==> config.mk <==
export PLATFORM = sky130hd
export DESIGN_NAME = rks_binary_framer
export DESIGN_NICKNAME = d
export VERILOG_FILES = /design/src/rtl/rks_pkg.sv /design/src/rtl/rks_frame_core.sv /design/src/rtl/rks_out_seq.sv /design/src/rtl/rks_binary_framer.sv
export SDC_FILE = /design/constraint.sdc
export NUM_CORES = 1
export LEC_CHECK = 0
export ABC_AREA = 1
export BUFFER_PORTS_ARGS = -buffer_cell sky130_fd_sc_hd__buf_2
export CORE_MARGIN = 2
export CORE_UTILIZATION = 45
export CTS_CLUSTER_DIAMETER = 50
export DETAILED_ROUTE_END_ITERATION = 10
export GPL_TIMING_DRIVEN = 0
export PLACE_DENSITY = 0.63
export SYNTH_ARGS = -nofsm -noshare
export SYNTH_HDL_FRONTEND = slang
export SYNTH_SLANG_ARGS = --single-unit
==> constraint.sdc <==
create_clock -name i_clk -period 3.85 [get_ports i_clk]
set_input_delay 0.1925 -clock i_clk [delete_from_list [all_inputs] [get_ports i_clk]]
set_output_delay 0.1925 -clock i_clk [all_outputs]
set_load 0.01 [all_outputs]
==> src/rtl/rks_pkg.sv <==
package rks_pkg;

    // Byte and word widths of the framed image.
    localparam int BYTE_W  = 8;
    localparam int ADDR_W  = 16;

    // Most result bytes that one input item can cause (header plus data).
    localparam int MAX_RES = 5;
    localparam int CNT_W   = $clog2(MAX_RES + 1);

    // Configuration register indexes.
    localparam int CFG_IDX_W = 2;
    localparam logic [CFG_IDX_W-1:0] CFG_ORIGIN = 2'd0;
    localparam logic [CFG_IDX_W-1:0] CFG_SIZE   = 2'd1;

    // Input item modes.
    localparam logic MODE_DATA = 1'b0;
    localparam logic MODE_END  = 1'b1;

    // Result bytes of one input item, first byte in slot zero.
    typedef struct packed {
        logic [CNT_W-1:0]                  count;
        logic [MAX_RES-1:0][BYTE_W-1:0]    bytes;
    } t_result;

endpackage

==> src/rtl/rks_frame_core.sv <==
module rks_frame_core (
    input  logic                          i_clk,
    input  logic                          i_rst_n,
    input  logic                          i_cfg_we,
    input  logic [rks_pkg::CFG_IDX_W-1:0] i_cfg_index,
    input  logic [rks_pkg::ADDR_W-1:0]    i_cfg_data,
    input  logic                          i_accept,
    input  logic                          i_mode,
    input  logic [rks_pkg::BYTE_W-1:0]    i_data_byte,
    output rks_pkg::t_result              o_result
);
    import rks_pkg::*;

    logic [ADDR_W-1:0] r_origin;
    logic [ADDR_W-1:0] r_size;
    logic              r_open;
    logic [ADDR_W-1:0] r_sum;
    logic [BYTE_W-1:0] r_prev;

    logic [ADDR_W-1:0] end_addr;
    logic [ADDR_W-1:0] sum_next;
    logic [BYTE_W-1:0] chk_hi;

    // Header end address, running sum with the held byte, and the high checksum.
    assign end_addr = r_origin + r_size - ADDR_W'(1);
    assign sum_next = r_sum + ADDR_W'(r_prev);
    assign chk_hi   = r_sum[ADDR_W-1:BYTE_W] + r_sum[BYTE_W-1:0];

    // Result bytes that the presented item would cause.
    always_comb begin
        o_result = '0;
        if (i_mode == MODE_DATA) begin
            if (!r_open) begin
                o_result.count    = CNT_W'(MAX_RES);
                o_result.bytes[0] = r_origin[BYTE_W-1:0];
                o_result.bytes[1] = r_origin[ADDR_W-1:BYTE_W];
                o_result.bytes[2] = end_addr[BYTE_W-1:0];
                o_result.bytes[3] = end_addr[ADDR_W-1:BYTE_W];
                o_result.bytes[4] = i_data_byte;
            end else begin
                o_result.count    = CNT_W'(1);
                o_result.bytes[0] = i_data_byte;
            end
        end else if (r_open) begin
            o_result.count    = CNT_W'(2);
            o_result.bytes[0] = sum_next[BYTE_W-1:0];
            o_result.bytes[1] = chk_hi;
        end
    end

    // Configuration registers and frame state.
    always_ff @(posedge i_clk) begin
        if (!i_rst_n) begin
            r_origin <= '0;
            r_size   <= '0;
            r_open   <= 1'b0;
            r_sum    <= '0;
            r_prev   <= '0;
        end else begin
            if (i_cfg_we) begin
                if (i_cfg_index == CFG_ORIGIN) begin
                    r_origin <= i_cfg_data;
                end else if (i_cfg_index == CFG_SIZE) begin
                    r_size <= i_cfg_data;
                end
            end
            if (i_accept) begin
                if (i_mode == MODE_DATA) begin
                    r_open <= 1'b1;
                    r_sum  <= sum_next;
                    r_prev <= i_data_byte;
                end else begin
                    r_open <= 1'b0;
                    r_sum  <= '0;
                    r_prev <= '0;
                end
            end
        end
    end

endmodule

==> src/rtl/rks_out_seq.sv <==
module rks_out_seq (
    input  logic                       i_clk,
    input  logic                       i_rst_n,
    input  logic                       i_load,
    input  rks_pkg::t_result           i_result,
    input  logic                       i_out_stall,
    output logic                       o_free,
    output logic                       o_out_valid,
    output logic [rks_pkg::BYTE_W-1:0] o_out_byte,
    output logic                       o_last
);
    import rks_pkg::*;

    logic [CNT_W-1:0]               r_cnt;
    logic [MAX_RES-1:0][BYTE_W-1:0] r_bytes;
    logic [CNT_W-1:0]               n_cnt;
    logic [MAX_RES-1:0][BYTE_W-1:0] n_bytes;
    logic                           xfer;

    assign o_out_valid = (r_cnt != '0);
    assign o_out_byte  = r_bytes[0];
    assign o_last      = (r_cnt == CNT_W'(1));
    assign xfer        = o_out_valid && !i_out_stall;

    // A new item may load when nothing is held or the final byte leaves now.
    assign o_free = !o_out_valid || (o_last && xfer);

    // Load a new set of bytes, or shift one out on each transfer.
    always_comb begin
        n_cnt   = r_cnt;
        n_bytes = r_bytes;
        if (i_load) begin
            n_cnt   = i_result.count;
            n_bytes = i_result.bytes;
        end else if (xfer) begin
            n_cnt = r_cnt - CNT_W'(1);
            for (int i = 0; i < MAX_RES - 1; i++) begin
                n_bytes[i] = r_bytes[i+1];
            end
        end
    end

    always_ff @(posedge i_clk) begin
        if (!i_rst_n) begin
            r_cnt <= '0;
        end else begin
            r_cnt <= n_cnt;
        end
        r_bytes <= n_bytes;
    end

endmodule

==> src/rtl/rks_binary_framer.sv <==
// RKS image framer: every input item is a data byte or an end-of-frame mark, and
// the block answers with the bytes of the framed image on the output channel.
// The first data byte of a frame comes after a four-byte header (start address and
// end address, low byte first), and an end mark closes an open frame with two
// checksum bytes; an end mark with no open frame gives no output. A data byte in an
// open frame gives one byte, so the stream runs at one item per cycle unless
// stalled. A data byte that opens a frame gives five bytes and an end mark two,
// shifted out one byte per unstalled cycle; the next item is taken in the cycle
// the last byte of the previous one transfers. Configuration registers are written
// through a port that is always ready; write them only between frames.
module rks_binary_framer (
    input  logic                          i_clk,
    input  logic                          i_rst_n,
    input  logic                          i_cfg_valid,
    output logic                          o_cfg_ready,
    input  logic [rks_pkg::CFG_IDX_W-1:0] i_cfg_index,
    input  logic [rks_pkg::ADDR_W-1:0]    i_cfg_data,
    input  logic                          i_in_valid,
    output logic                          o_in_stall,
    input  logic                          i_mode,
    input  logic [rks_pkg::BYTE_W-1:0]    i_data_byte,
    output logic                          o_out_valid,
    input  logic                          i_out_stall,
    output logic [rks_pkg::BYTE_W-1:0]    o_out_byte,
    output logic                          o_last
);
    import rks_pkg::*;

    t_result result;
    logic    free;
    logic    in_acc;

    assign o_cfg_ready = 1'b1;
    assign o_in_stall  = !free;
    assign in_acc      = i_in_valid && free;

    // Frame state, header and checksum formation.
    rks_frame_core u_core (
        .i_clk       (i_clk),
        .i_rst_n     (i_rst_n),
        .i_cfg_we    (i_cfg_valid && o_cfg_ready),
        .i_cfg_index (i_cfg_index),
        .i_cfg_data  (i_cfg_data),
        .i_accept    (in_acc),
        .i_mode      (i_mode),
        .i_data_byte (i_data_byte),
        .o_result    (result)
    );

    // Output register that shifts the result bytes out one per transfer.
    rks_out_seq u_seq (
        .i_clk       (i_clk),
        .i_rst_n     (i_rst_n),
        .i_load      (in_acc),
        .i_result    (result),
        .i_out_stall (i_out_stall),
        .o_free      (free),
        .o_out_valid (o_out_valid),
        .o_out_byte  (o_out_byte),
        .o_last      (o_last)
    );

`ifndef SYNTH
    // An item is taken while bytes are held only as the final one transfers.
    a_accept_on_last: assert property (@(posedge i_clk) disable iff (!i_rst_n)
        in_acc && o_out_valid |-> o_last && !i_out_stall)
        else $error("input accepted while result bytes still pending");

    // A data byte always produces output in the next cycle.
    a_data_gives_output: assert property (@(posedge i_clk) disable iff (!i_rst_n)
        in_acc && (i_mode == MODE_DATA) |=> o_out_valid)
        else $error("data byte produced no output");

    // After the final byte leaves with nothing new taken, the output goes quiet.
    a_drain_idle: assert property (@(posedge i_clk) disable iff (!i_rst_n)
        o_out_valid && o_last && !i_out_stall && !in_acc |=> !o_out_valid)
        else $error("output still valid after final transfer");
`endif

endmodule
## After elaboration in Yosys (flattened, before gate mapping)

Cells that the tools add are included.

- Bits of input ports: 32
- Logic and storage cells: 47
- Flip-flop bits (word level): 100
- Output and inout port bits: 12

- Multiplexer cells: 15
- $add $sub $neg: 5
- Bitwise gates (word level): 1
- Reductions and logical operators: 13
- Equal/unequal tests: 2

Operators by type and width:

| kind | count |
|---|---|
| 2-to-1 mux 16 bit | 4 |
| 2-to-1 mux 32 bit | 2 |
| 2-to-1 mux 24 bit | 1 |
| adder 16 bit | 1 |
| adder 16 x 8 -> 16 bit | 1 |
| 2-to-1 mux 8 bit | 2 |
| subtractor 16 x 1 -> 16 bit, second input constant | 1 |
| 2-to-1 mux 3 bit | 4 |
| adder 8 bit | 1 |
| == test 3 x 1 -> 1 bit, second input constant | 1 |
| logical AND 1 bit | 3 |
| zero test 1 bit | 3 |
| AND reduction 3 bit | 1 |
| nonzero test 3 bit | 1 |
| subtractor 3 x 1 -> 3 bit, second input constant | 1 |
| == test 2 x 1 -> 1 bit, second input constant | 1 |
| zero test 2 bit | 1 |
| 2-to-1 mux 2 bit | 1 |
| AND reduction 2 bit | 1 |
| nonzero test 2 bit | 1 |
| OR reduction 2 bit | 1 |
| logical OR 1 bit | 1 |
| 2-to-1 mux 1 bit | 1 |
| NOT 1 bit | 1 |

## Depth between registers and ports, before layout

Gate-level depths: netlist (run 1).

- Word-level depth: 6
- Mapped depth: 14
- Depth with buffers taken out: 14

## Cells and area by module

From an unflattened synthesis (run 1), not the netlist that was laid out.

- Cell total of the unflattened synthesis: 861
- Area total of the unflattened synthesis: 6,232.2 um2

Modules (own cells, without submodules):

| module | cells an instance | area each (um2) | instances | seq. area each (um2) |
|---|---|---|---|---|
| rks_frame_core | 667 | 4,306.6 | 1 | 1,141.1 |
| rks_out_seq | 189 | 1,903.1 | 1 | 1,261.2 |
| rks_binary_framer | 5 | 22.5 | 1 | 0.0 |

## Worst setup path after synthesis (run 1)

Ideal clock, no wire load.

- Path kind: register -> register
- Start: register u_core.r_origin[1]
- End: register u_seq.r_bytes[31] (netlist bit), data pin
- Data arrival time: 1.896 ns
- Clock period less this slack: 2.149 ns
- Setup time: 0.253 ns
- Path slack: 1.701 ns
- Required time: 3.597 ns
- Path buffers: 0
- Stages on the path, launching flop included: 14
- Path through: dfxtp_1 inv_1 ha_1 inv_1 ha_1 fa_1 nand3_1 nand3_1 nand2_1 nand2_1 nand2_1 nand3_1 nand3_1 nand2_1

RTL lines:

| what | RTL line | RTL |
|---|---|---|
| start: declaration | rks_frame_core.sv:14 | `logic [ADDR_W-1:0] r_origin;` |
| start signal: assignment | rks_frame_core.sv:62 | `r_origin <= i_cfg_data;` |
| end signal: assignment | rks_out_seq.sv:49 | `r_bytes <= n_bytes;` |
| end: declaration | rks_out_seq.sv:15 | `logic [MAX_RES-1:0][BYTE_W-1:0] r_bytes;` |

==> impl_results.md, run 1 <==
* Status: completed
* Slowest CP cell: dfxtp_1
* Die Y at 121 um
* Post_cts resized at 0
* PortBufs at 41
* Postcts setup bufs at 0
* Area Overhead vs Synth at 11.4%
* Detailed router's first-iteration violation count at 448
* Xor/xnor cell area share of the yosys netlist at 0.0143
* Synth warn at 0
* Critical path cell sequence: inv_1, ha_1, inv_1, ha_1, fa_1, nand3_1, nand3_1, nand2_1, nand2_1, nand2_1, nand3_1, nand3_1, nand2_1
* Synth Area in Compound Gates at 0.133
* Max Cap Viol at 0
* Synth top area share at 0.197
* CTS sink count at 100
* Seq/Total Area, Yosys at 0.393
* Number of synthesized flops with an enable pin at 40
* Startpoint type of the worst setup path: flop
* Worst path buffer plus inverter count at 2
* Syn avg cell area at 7.46 um2
* Worst-Skew Late Latency at 0.35 ns
* Reg clk slew, reported paths at 0.07 ns
* Post-Synth Adder-Cell Area at 0.106
* Clock Skew at 0.00730 ns
* Max Slew Vio Count at 0
* Largest net degree at the start of global routing at 35
* Unrepaired setup endpoints after global routing: no
* LEAKAGE at 0.00318 uW
* Drt first pass iters at 5
* Die X at 121 um
* CP Max Fanout at 4
* HPWL Detailed at 12700 um
* #FFs+latches synth at 100
* Pwr/cell area at 579 nW/um2
* Syn Inst Count at 819
* Synth Area in Simple Gates at 0.237
* Max stage delay on crit path at 0.41 ns
* Fin nets at 953
* Worst VDD drop at 0.295 mV
* Critical path arrival at 2.61 ns
* Met2 WL at 7240 um
* Vias in the first global route at 4976
* Setup TNS at 0 ns
* Max Fclk at 0.401 GHz
* Kind of critical path: reg -> reg
* Largest family of logic cells by synthesized area: simple AND/OR/NAND/NOR gates
* Synthesized Nets at 901
* Initial antenna violation count at 0
* Final worst path period share at 0.648
* Drt total wl at 16200 um
* Minimum clock period at 2.49 ns
* Clock root cell: clkbuf_16
* Hold Slack at 0.0865 ns
* DP Worst Slack at 1.21 ns
* Initial Utilization at 0.461
* DIE AREA at 14500 um2
* CTS Hold Buffers Added at 0
* Global placement routability congestion at 0.844
* Clock buffer depth at 2
* Slew headroom at 0.467
* Site row count at 42
* HP Class: in -> reg
* CTS H-Tree Depth at 3
* Routed metal-1 wire length at 7720 um
* Mapped Area at 6110 um2
* Post-synth top area cell: dfxtp_1
* Main synth FF type: dfxtp_1
* Floorplan core area at 13200 um2
* Finished Layout Cells at 1052
* Area contributors post-synth: dfxtp_1, edfxtp_1, nand2_1, ha_1, inv_1
* # diodes at 0
* Layout cell share with drive strength beyond 1 at 0.105
* WL/cell at 15.4 um
* CP endpoint kind: flop
* Detail-routed via count per cell at 5.03
* Total grt overflow at 0
* CTS tree: done
* First-pass GRT wire length at 25900 um
* Required @ worst endpoint at 3.97 ns
* Setup violators final at 0
* WL met3 at 992 um
* Final hold violations at 0
* Mux cell area share after synthesis at 0
* Drt drc at 0
* Distinct cell type count after synthesis at 40
* TritonCTS buffer count at 9
* Post-route ant nets at 0
* Via count at 5287
* Async S/R FF share, synth at 0
* Placed insts at 1036
* Kind of cell adding the most delay to the critical path: adder cells
* Uppermost routed layer: met4
* Actual slew at the worst max-slew pin at 0.796 ns
* Global router's overall resource usage at 0.233
* Io pins at 44
* PnR worst setup slack at 1.36 ns
==> area by class of cell <==
cell class,count,area [um2]
fill,1361,6440
multi-input combinational,553,3000
sequential,100,2400
inverter,136,510
clock buffer,9,225
tap,176,220
timing repair buffer,41,205
buffer,30,196
clock inverter,7,42.5
==> metrics by stage <==
step | power (uW) | instance area, um2 | utilization
global placement | 3090 | 6540 | 0.493
CTS | 3950 | 6800 | 0.514
detailed placement | 3110 | 6540 | 0.493
finish | 3940 | 6810 | 0.514
global route | 4210 | 6810 | 0.514
floorplan | 2650 | 6110 | -
==> power breakdown <==
group / internal [uW] / total, uW / switching [uW]
Combinational: 523 / 1490 / 971
Sequential: 1500 / 1600 / 100
Clock: 435 / 850 / 415
==> state kept, by name, indices dropped and copies added, names as in the netlist <==
signal,count
u_core.r_prev,8
u_core.r_open,1
u_core.r_size,16
u_seq.r_cnt,3
u_core.r_sum,16
u_seq.r_bytes,32
u_core.r_origin,16
u_seq.o_out_byte,8
==> placed cells by master, fill, tap and decap left out, types with 3 or more instances in the layout <==
| cell type | count |
|---|---|
| inv_2 | 5 |
| clkbuf_1 | 11 |
| dfxtp_1 | 60 |
| buf_2 | 45 |
| nand3_1 | 60 |
| clkinv_1 | 3 |
| clkbuf_16 | 9 |
| ha_1 | 47 |
| o21ai_0 | 53 |
| nand3b_1 | 4 |
| xor2_1 | 4 |
| o211ai_1 | 4 |
| nor2_1 | 65 |
| edfxtp_1 | 40 |
| buf_6 | 4 |
| a21oi_1 | 82 |
| xnor2_1 | 6 |
| buf_4 | 10 |
| nand2_1 | 193 |
| nor3_1 | 4 |
| inv_1 | 130 |
| fa_1 | 3 |
==> Yosys cell counts, drive strengths merged (6+ instances only) <==
master	count
nand2	197
inv	135
a21oi	82
nor2	68
nand3	62
dfxtp	60
o21ai	53
ha	47
edfxtp	40
buf	19
clkbuf	11
xnor2	6
==> cells by family (layout without fill, tap and decap cells) <==
logic type               count (synthesis)  count (layout)
AND/OR/NAND/NOR                        340             340
buffers and inverters                  166             223
AO/OA/AOI/OAI                          152             152
flip-flops                             100             100
adder cells (fa/ha/maj)                 50              50
XOR/XNOR                                10              10
other                                    1               1
==> path summary, 6_finish.rpt <==
check | from | end | slack, ns | cells past startpoint
worst max-delay path | u_core.r_origin[1]$_SDFFE_PN0P_ | u_seq.r_bytes[31]$_DFFE_PP_ | 1.36 | 13
worst min-delay path | i_cfg_data[15] | u_core.r_size[15]$_SDFFE_PN0P_ | 0.09 | 3
worst max register to register | u_core.r_origin[1]$_SDFFE_PN0P_ | u_seq.r_bytes[31]$_DFFE_PP_ | 1.36 | 13
worst min register to register | u_core.r_size[12]$_SDFFE_PN0P_ | u_core.r_size[12]$_SDFFE_PN0P_ | 0.47 | 2
==> worst register-to-register path, cell delays in order, from the launching register on <==
cell	delay (ns)
dfxtp_1	0.41
inv_1	0.09
ha_1	0.28
inv_1	0.04
ha_1	0.21
fa_1	0.40
nand3_1	0.10
nand3_1	0.17
nand2_1	0.10
nand2_1	0.12
nand2_1	0.11
nand3_1	0.08
nand3_1	0.10
nand2_1	0.05
==> routing by layer <==
layer / global-route usage / up-vias
met4: 0.0531 / 0
met5: 0 / -
li1: - / 2750
met2: 0.373 / 153
met3: 0.0443 / 16
met1: 0.329 / 2368
Power figures use the tool's default switching activity.
==> inputs of run 2 (changes only) <==
--- a/config.mk
+++ b/config.mk
@@ -12,7 +12,7 @@
 export CTS_CLUSTER_DIAMETER = 50
 export DETAILED_ROUTE_END_ITERATION = 10
 export GPL_TIMING_DRIVEN = 0
-export PLACE_DENSITY = 0.63
+export PLACE_DENSITY = 0.66
 export SYNTH_ARGS = -nofsm -noshare
 export SYNTH_HDL_FRONTEND = slang
 export SYNTH_SLANG_ARGS = --single-unit
==> constraint.sdc (replaced) <==
create_clock -name i_clk -period 2.1 [get_ports i_clk]
set_input_delay 0.105 -clock i_clk [delete_from_list [all_inputs] [get_ports i_clk]]
set_output_delay 0.105 -clock i_clk [all_outputs]
set_load 0.01 [all_outputs]
==> impl_results.md, run 2 (same netlist as run 1, synthesis figures left out) <==
* Clock root cell: clkbuf_16
* Initial Utilization at 0.461 (unchanged)
* Unrepaired setup endpoints after global routing: yes
* Slew headroom at 0.602 (+0.135)
* CP endpoint kind: flop
* Actual slew at the worst max-slew pin at 0.597 ns (-0.199 ns)
* Post-route ant nets at 0 (unchanged)
* DP Worst Slack at -0.212 ns (-1.42 ns)
* Site row count at 42 (unchanged)
* Io pins at 44 (unchanged)
* Max stage delay on crit path at 0.35 ns (-0.06 ns)
* # diodes at 0 (unchanged)
* First-pass GRT wire length at 25900 um (+0.35%)
* HPWL Detailed at 12500 um (-1.7%)
* LEAKAGE at 0.00331 uW (+4.0%)
* Die X at 121 um (unchanged)
* Max Cap Viol at 0 (unchanged)
* R2R Setup Slk at 0.05 ns (-1.31 ns)
* Worst VDD drop at 0.507 mV (+72%)
* Required @ worst endpoint at 2.21 ns (-1.76 ns)
* Critical path arrival at 2.16 ns (-0.45 ns)
* Internal Power at 5000 uW (+100%)
* Min-delay src: i_data_byte[6]
* Via count at 5442 (+2.9%)
* CP Max Fanout at 3 (-1)
* Drt drc at 0 (unchanged)
* Clock share of power at 0.241 (+0.025)
* Drt first pass iters at 5 (unchanged)
* Storage element area at 2420 um2 (+0.68%)
* Minimum clock period at 2.05 ns (-0.441 ns)
* Worst Setup SP: u_core.r_origin[1]$_SDFFE_PN0P_
* Finished Layout Cells at 1062 (+0.95%)
* Sw Ratio at 0.361 (-0.0165)
* PortBufs at 41 (unchanged)
* Final worst path period share at 0.977 (+0.330)
* R2r startpoint: u_core.r_origin[1]$_SDFFE_PN0P_
* Fin nets at 963 (+1.0%)
* Sequential share of power at 0.373 (-0.032)
* HP Class: in -> reg
* Global router's overall resource usage at 0.231 (-0.00210)
* Core Util, Final at 0.551 (+0.0373)
* Status: completed
* Initial antenna violation count at 0 (unchanged)
* Worst-Skew Late Latency at 0.35 ns (about the same)
* Die Y at 121 um (unchanged)
* Gate power share at 0.386 (+0.007)
* Fill count at 1304 (-4.2%)
* Clock Skew at 0.00705 ns (-0.000251 ns)
* WL/cell at 15.5 um (+0.92%)
* PnR worst setup slack at 0.0478 ns (-1.31 ns)
* Detailed router's first-iteration violation count at 434 (-3.1%)
* Largest net degree at the start of global routing at 35 (unchanged)
* Total grt overflow at 0 (unchanged)
* Global placement routability congestion at 0.917 (+8.6%)
* Critical path cell sequence: inv_2, ha_4, inv_2, ha_4, fa_2, nand3_2, nand3_4, buf_6, nand2_2, nand3_4, nor2_4, o21ai_2
* CTS tree: done
* Setup TNS at 0 ns (unchanged)
* Max FFs per register at 32 (unchanged)
* Drt total wl at 16500 um (+1.9%)
* Detail-routed via count per cell at 5.12 (+2.0%)
* Reg clk slew, reported paths at 0.07 ns (about the same)
* Pwr/cell area at 1070 nW/um2 (+85%)
* Max Slew Vio Count at 0 (unchanged)
* Largest Register: u_seq.r_bytes
* Startpoint type of the worst setup path: flop
* Slowest CP cell: fa_2
* TritonCTS buffer count at 9 (unchanged)
* Max Fclk at 0.487 GHz (+21%)
* DIE AREA at 14500 um2 (unchanged)
* Placed insts at 1036 (unchanged)
* Clock buffer depth at 2 (unchanged)
* Floorplan core area at 13200 um2 (unchanged)
* Commonest non-fill, non-tap cell in the layout: nand2_1
* Area Overhead vs Synth at 19.5%
* Most frequent cells in the layout: nand2_1, inv_1, a21oi_1
* CTS sink count at 100 (unchanged)
* CTS H-Tree Depth at 3 (unchanged)
* NetSw at 2820 uW (+90%)
* Vias in the first global route at 4987 (+0.22%)
* Kind of critical path: reg -> reg
* Setup violators final at 0 (unchanged)
* Layout cell share with drive strength beyond 1 at 0.192 (+0.0869)
* Final hold violations at 0 (unchanged)
* Multi-input logic area at 3330 um2 (+11%)
==> run 2: layout make-up <==
class,count,share of cell area
Sequential cell,100,0.331
Multi-Input combinational cell,553,0.457
Timing Repair Buffer,51,0.0393
Buffer,30,0.0269
Clock buffer,11,0.0319
Tap cell,176,0.0302
Inverter,136,0.0699
Clock inverter,5,0.0137
==> run 2: critical path: cells and delay by family (launching register included) <==
| kind | cells | cell delay [ns] |
|---|---|---|
| adders and majority gates | 3 | 0.75 |
| AOI/OAI and AO/OA | 1 | 0.06 |
| buffers and inverters | 3 | 0.22 |
| DFF | 1 | 0.33 |
| and+or+nand+nor | 5 | 0.45 |
==> run 2: worst paths after layout <==
check | depth (start not counted) | end
worst min register to register | 2 | u_core.r_size[13]$_SDFFE_PN0P_
worst max-delay path | 12 | u_seq.r_bytes[25]$_DFFE_PP_
worst max register to register | 12 | u_seq.r_bytes[25]$_DFFE_PP_
worst min-delay path | 3 | u_core.r_prev[6]$_SDFFE_PN0P_
==> run 2: power groups by stage <==
stage          Clock, uW  Combinational, uW  Sequential [uW]
5_1_grt             1980               3350             2960
3_3_place_gp           0               2700             2960
3_5_place_dp           0               2720             2950
2_1_floorplan          0               1970             2890
6_report            1890               3020             2910
4_1_cts             1910               2860             2910
==> run 2: metrics by stage <==
step	hold slack [ns]	power, uW	instance area (um2)
6_report	0.0348	7820	7300
5_1_grt	0.0445	8280	7300
4_1_cts	0.0278	7690	7100
3_5_place_dp	0.363	5670	6550
3_3_place_gp	0.361	5650	6550
2_1_floorplan	0.240	4860	6120
==> run 2: timing repair <==
item / in CTS / in global routing
gates resized for setup: 41 / 43
hold buffers: 1 / 0
hold endpoints to repair: 1 / 0
endpoints found under the setup margin: 12 / 13
buffers inserted: 5 / 4
pin swaps: 9 / 7
==> run 2: metal layers <==
layer	vias to the layer above	part of all wire	track usage
met2	162	0.44	0.349
met5	-	0	0
met4	0	0.015	0.0712
met3	16	0.060	0.0311
li1	2774	-	-
met1	2490	0.48	0.344
==> inputs of run 3 (changes only) <==
--- a/config.mk
+++ b/config.mk
@@ -9,9 +9,9 @@
 export BUFFER_PORTS_ARGS = -buffer_cell sky130_fd_sc_hd__buf_2
 export CORE_MARGIN = 2
 export CORE_UTILIZATION = 45
+export CTS_BUF_LIST = sky130_fd_sc_hd__clkbuf_2
 export CTS_CLUSTER_DIAMETER = 50
 export DETAILED_ROUTE_END_ITERATION = 10
-export GPL_TIMING_DRIVEN = 0
 export PLACE_DENSITY = 0.66
 export SYNTH_ARGS = -nofsm -noshare
 export SYNTH_HDL_FRONTEND = slang
==> impl_results.md, run 3 (same netlist as run 1, synthesis figures left out) <==
* Status: completed
* Drt drc at 0 (unchanged)
* Global router's overall resource usage at 0.229 (-0.00233)
* Most frequent cells in the layout: nand2_1, inv_1, a21oi_1
* Worst-Skew Late Latency at 0.61 ns (+0.26 ns)
* TritonCTS buffer count at 9 (unchanged)
* Routed metal-1 wire length at 8070 um (+1.2%)
* Drt first pass iters at 5 (unchanged)
* Max Cap Viol at 0 (unchanged)
* Actual slew at the worst max-slew pin at 0.604 ns (+0.00728 ns)
* Max Fclk at 0.489 GHz (+0.34%)
* Unrepaired setup endpoints after global routing: yes
* CTS tree: done
* CP Max Fanout at 4 (+1)
* Placed inst area at 6660 um2 (+1.8%)
* CTS H-Tree Depth at 3 (unchanged)
* Via count at 5510 (+1.2%)
* Setup crit end: u_seq.r_bytes[31]$_DFFE_PP_
* Met2 WL at 6900 um (-5.0%)
* Die X at 121 um (unchanged)
* Io pins at 44 (unchanged)
* Startpoint type of the worst setup path: flop
* DIE AREA at 14500 um2 (unchanged)
* Slew headroom at 0.595 (-0.00734)
* Fin nets at 1001 (+3.9%)
* Post-route ant nets at 0 (unchanged)
* Pwr/cell area at 915 nW/um2 (-15%)
* PortBufs at 42 (+2.4%)
* Floorplan core area at 13200 um2 (unchanged)
* Min-delay src: i_cfg_index[1]
* LEAKAGE at 0.00342 uW (+3.4%)
* Kind of critical path: reg -> reg
* Fin area at 7460 um2 (+2.2%)
* Uppermost routed layer: met4
* Clock buffer depth at 2 (unchanged)
* R2r endpoint: u_seq.r_bytes[31]$_DFFE_PP_
* Global placement routability congestion at 0.909 (-0.88%)
* R2r startpoint: u_core.r_size[1]$_SDFFE_PN0P_
* Max Slew Vio Count at 0 (unchanged)
* Minimum clock period at 2.05 ns (-0.00698 ns)
* Largest Register: u_seq.r_bytes
* Setup TNS at 0 ns (unchanged)
* Detail-routed via count per cell at 5.00 (-2.3%)
* CTS sink count at 100 (unchanged)
* Largest net degree at the start of global routing at 32 (-8.6%)
* Commonest non-fill, non-tap cell in the layout: nand2_1
* Area Overhead vs Synth at 22.1%
* Die Y at 121 um (unchanged)
* Drt total wl at 16100 um (-2.2%)
* Total grt overflow at 0 (unchanged)
* Initial antenna violation count at 1 (+1)
* WL met3 at 883 um (-11%)
* First-pass GRT wire length at 25600 um (-1.2%)
* Setup violators final at 0 (unchanged)
* Clock root cell: clkbuf_2
* Reg2reg path depth at 13 (+1)
* HP Class: in -> reg
* Final hold violations at 0 (unchanged)
* Final worst path period share at 0.974 (-0.00332)
* Critical path arrival at 2.42 ns (+0.26 ns)
* WL/cell at 14.6 um (-5.7%)
* Layout cell share with drive strength beyond 1 at 0.206 (+0.0138)
* Max FFs per register at 32 (unchanged)
* CP endpoint kind: flop
* Required @ worst endpoint at 2.48 ns (+0.27 ns)
* HPWL Detailed at 11900 um (-4.8%)
* Reg clk slew, reported paths at 0.26 ns (+0.19 ns)
* Worst VDD drop at 0.424 mV (-16%)
* Site row count at 42 (unchanged)
* Vias in the first global route at 4895 (-1.8%)
* Initial Utilization at 0.461 (unchanged)
* R2R Setup Slk at 0.05 ns (about the same)
* Clock Skew at 0.0383 ns (+0.0313 ns)
* Worst Setup SP: u_core.r_size[1]$_SDFFE_PN0P_
* Detailed router's first-iteration violation count at 463 (+6.7%)
## run 3: cell count changes in the layout (fill, tap and decap cells not counted), moves of 7 or more
cell,delta
clkbuf_1,-13
clkbuf_16,-9
clkbuf_2,+11
dlygate4sd3_1,+33
buf_4,+23
dfxtp_1,-7
dfxtp_2,+8
## run 3: metal layers
layer | vias to the layer above | global-route usage
met5 | - | 0
met4 | 0 | 0.0690
met3 | 19 | 0.0255
met2 | 169 | 0.333
met1 | 2479 | 0.355
li1 | 2843 | -
## run 3: worst max-delay path, cell delays in order (launching register included)
cell and delay (ns):
dfxtp_1 0.38, inv_2 0.05, ha_4 0.26, inv_2 0.03
ha_2 0.18, fa_2 0.36, nand3_2 0.09, nand3_4 0.09
nand2_4 0.07, nand2_4 0.05, nand2_2 0.07, nand3_2 0.07
nand3_2 0.08, nand2_1 0.05
## run 3: per-stage QoR
step            util  setup WS [ns]  std cells  power, uW  hold WS, ns
6_report       0.563         0.0548       1101       6830       0.0589
5_1_grt        0.563        -0.0473       1101       7310       0.0498
4_1_cts        0.541        0.00899       1096       6600      0.00453
3_5_place_dp   0.503        -0.0579       1045       5590        0.362
3_3_place_gp   0.503        -0.0302       1045       5570        0.355
2_1_floorplan      -         0.0370        819       4860        0.240
## run 3: timing repair
action                                  4_1_cts  5_1_grt
endpoints found under the setup margin        5       17
setup buffers                                 1        4
pin swaps                                     7        9
hold buffers                                 34        0
hold endpoints to repair                     61        0
resized for setup                            10       70
## run 3: power breakdown
group	internal [uW]	switching [uW]
Combinational	1110	1880
Sequential	2730	160
Clock	276	662
Total	4120	2710
## run 3: final cells by class
| type | instances | area, um2 |
|---|---|---|
| Fill cell | 1254 | 5790 |
| Multi-Input combinational cell | 553 | 3290 |
| Sequential cell | 100 | 2420 |
| Timing Repair Buffer | 119 | 898 |
| Inverter | 136 | 510 |
| Tap cell | 176 | 220 |
| Clock buffer | 11 | 55.1 |
| Clock inverter | 5 | 52.6 |
| Antenna cell | 1 | 2.50 |
## run 3: worst min-delay path by stage
stage                                     endpoint  slack, ns  depth (start not counted)
detailed placement  u_core.r_size[15]$_SDFFE_PN0P_       0.36                          3
floorplan           u_core.r_size[15]$_SDFFE_PN0P_       0.24                          2
global placement    u_core.r_size[15]$_SDFFE_PN0P_       0.36                          3
global route         u_core.r_size[9]$_SDFFE_PN0P_       0.05                          5
CTS                 u_core.r_size[10]$_SDFFE_PN0P_      0.005                          5
finish               u_core.r_size[8]$_SDFFE_PN0P_       0.06                          5
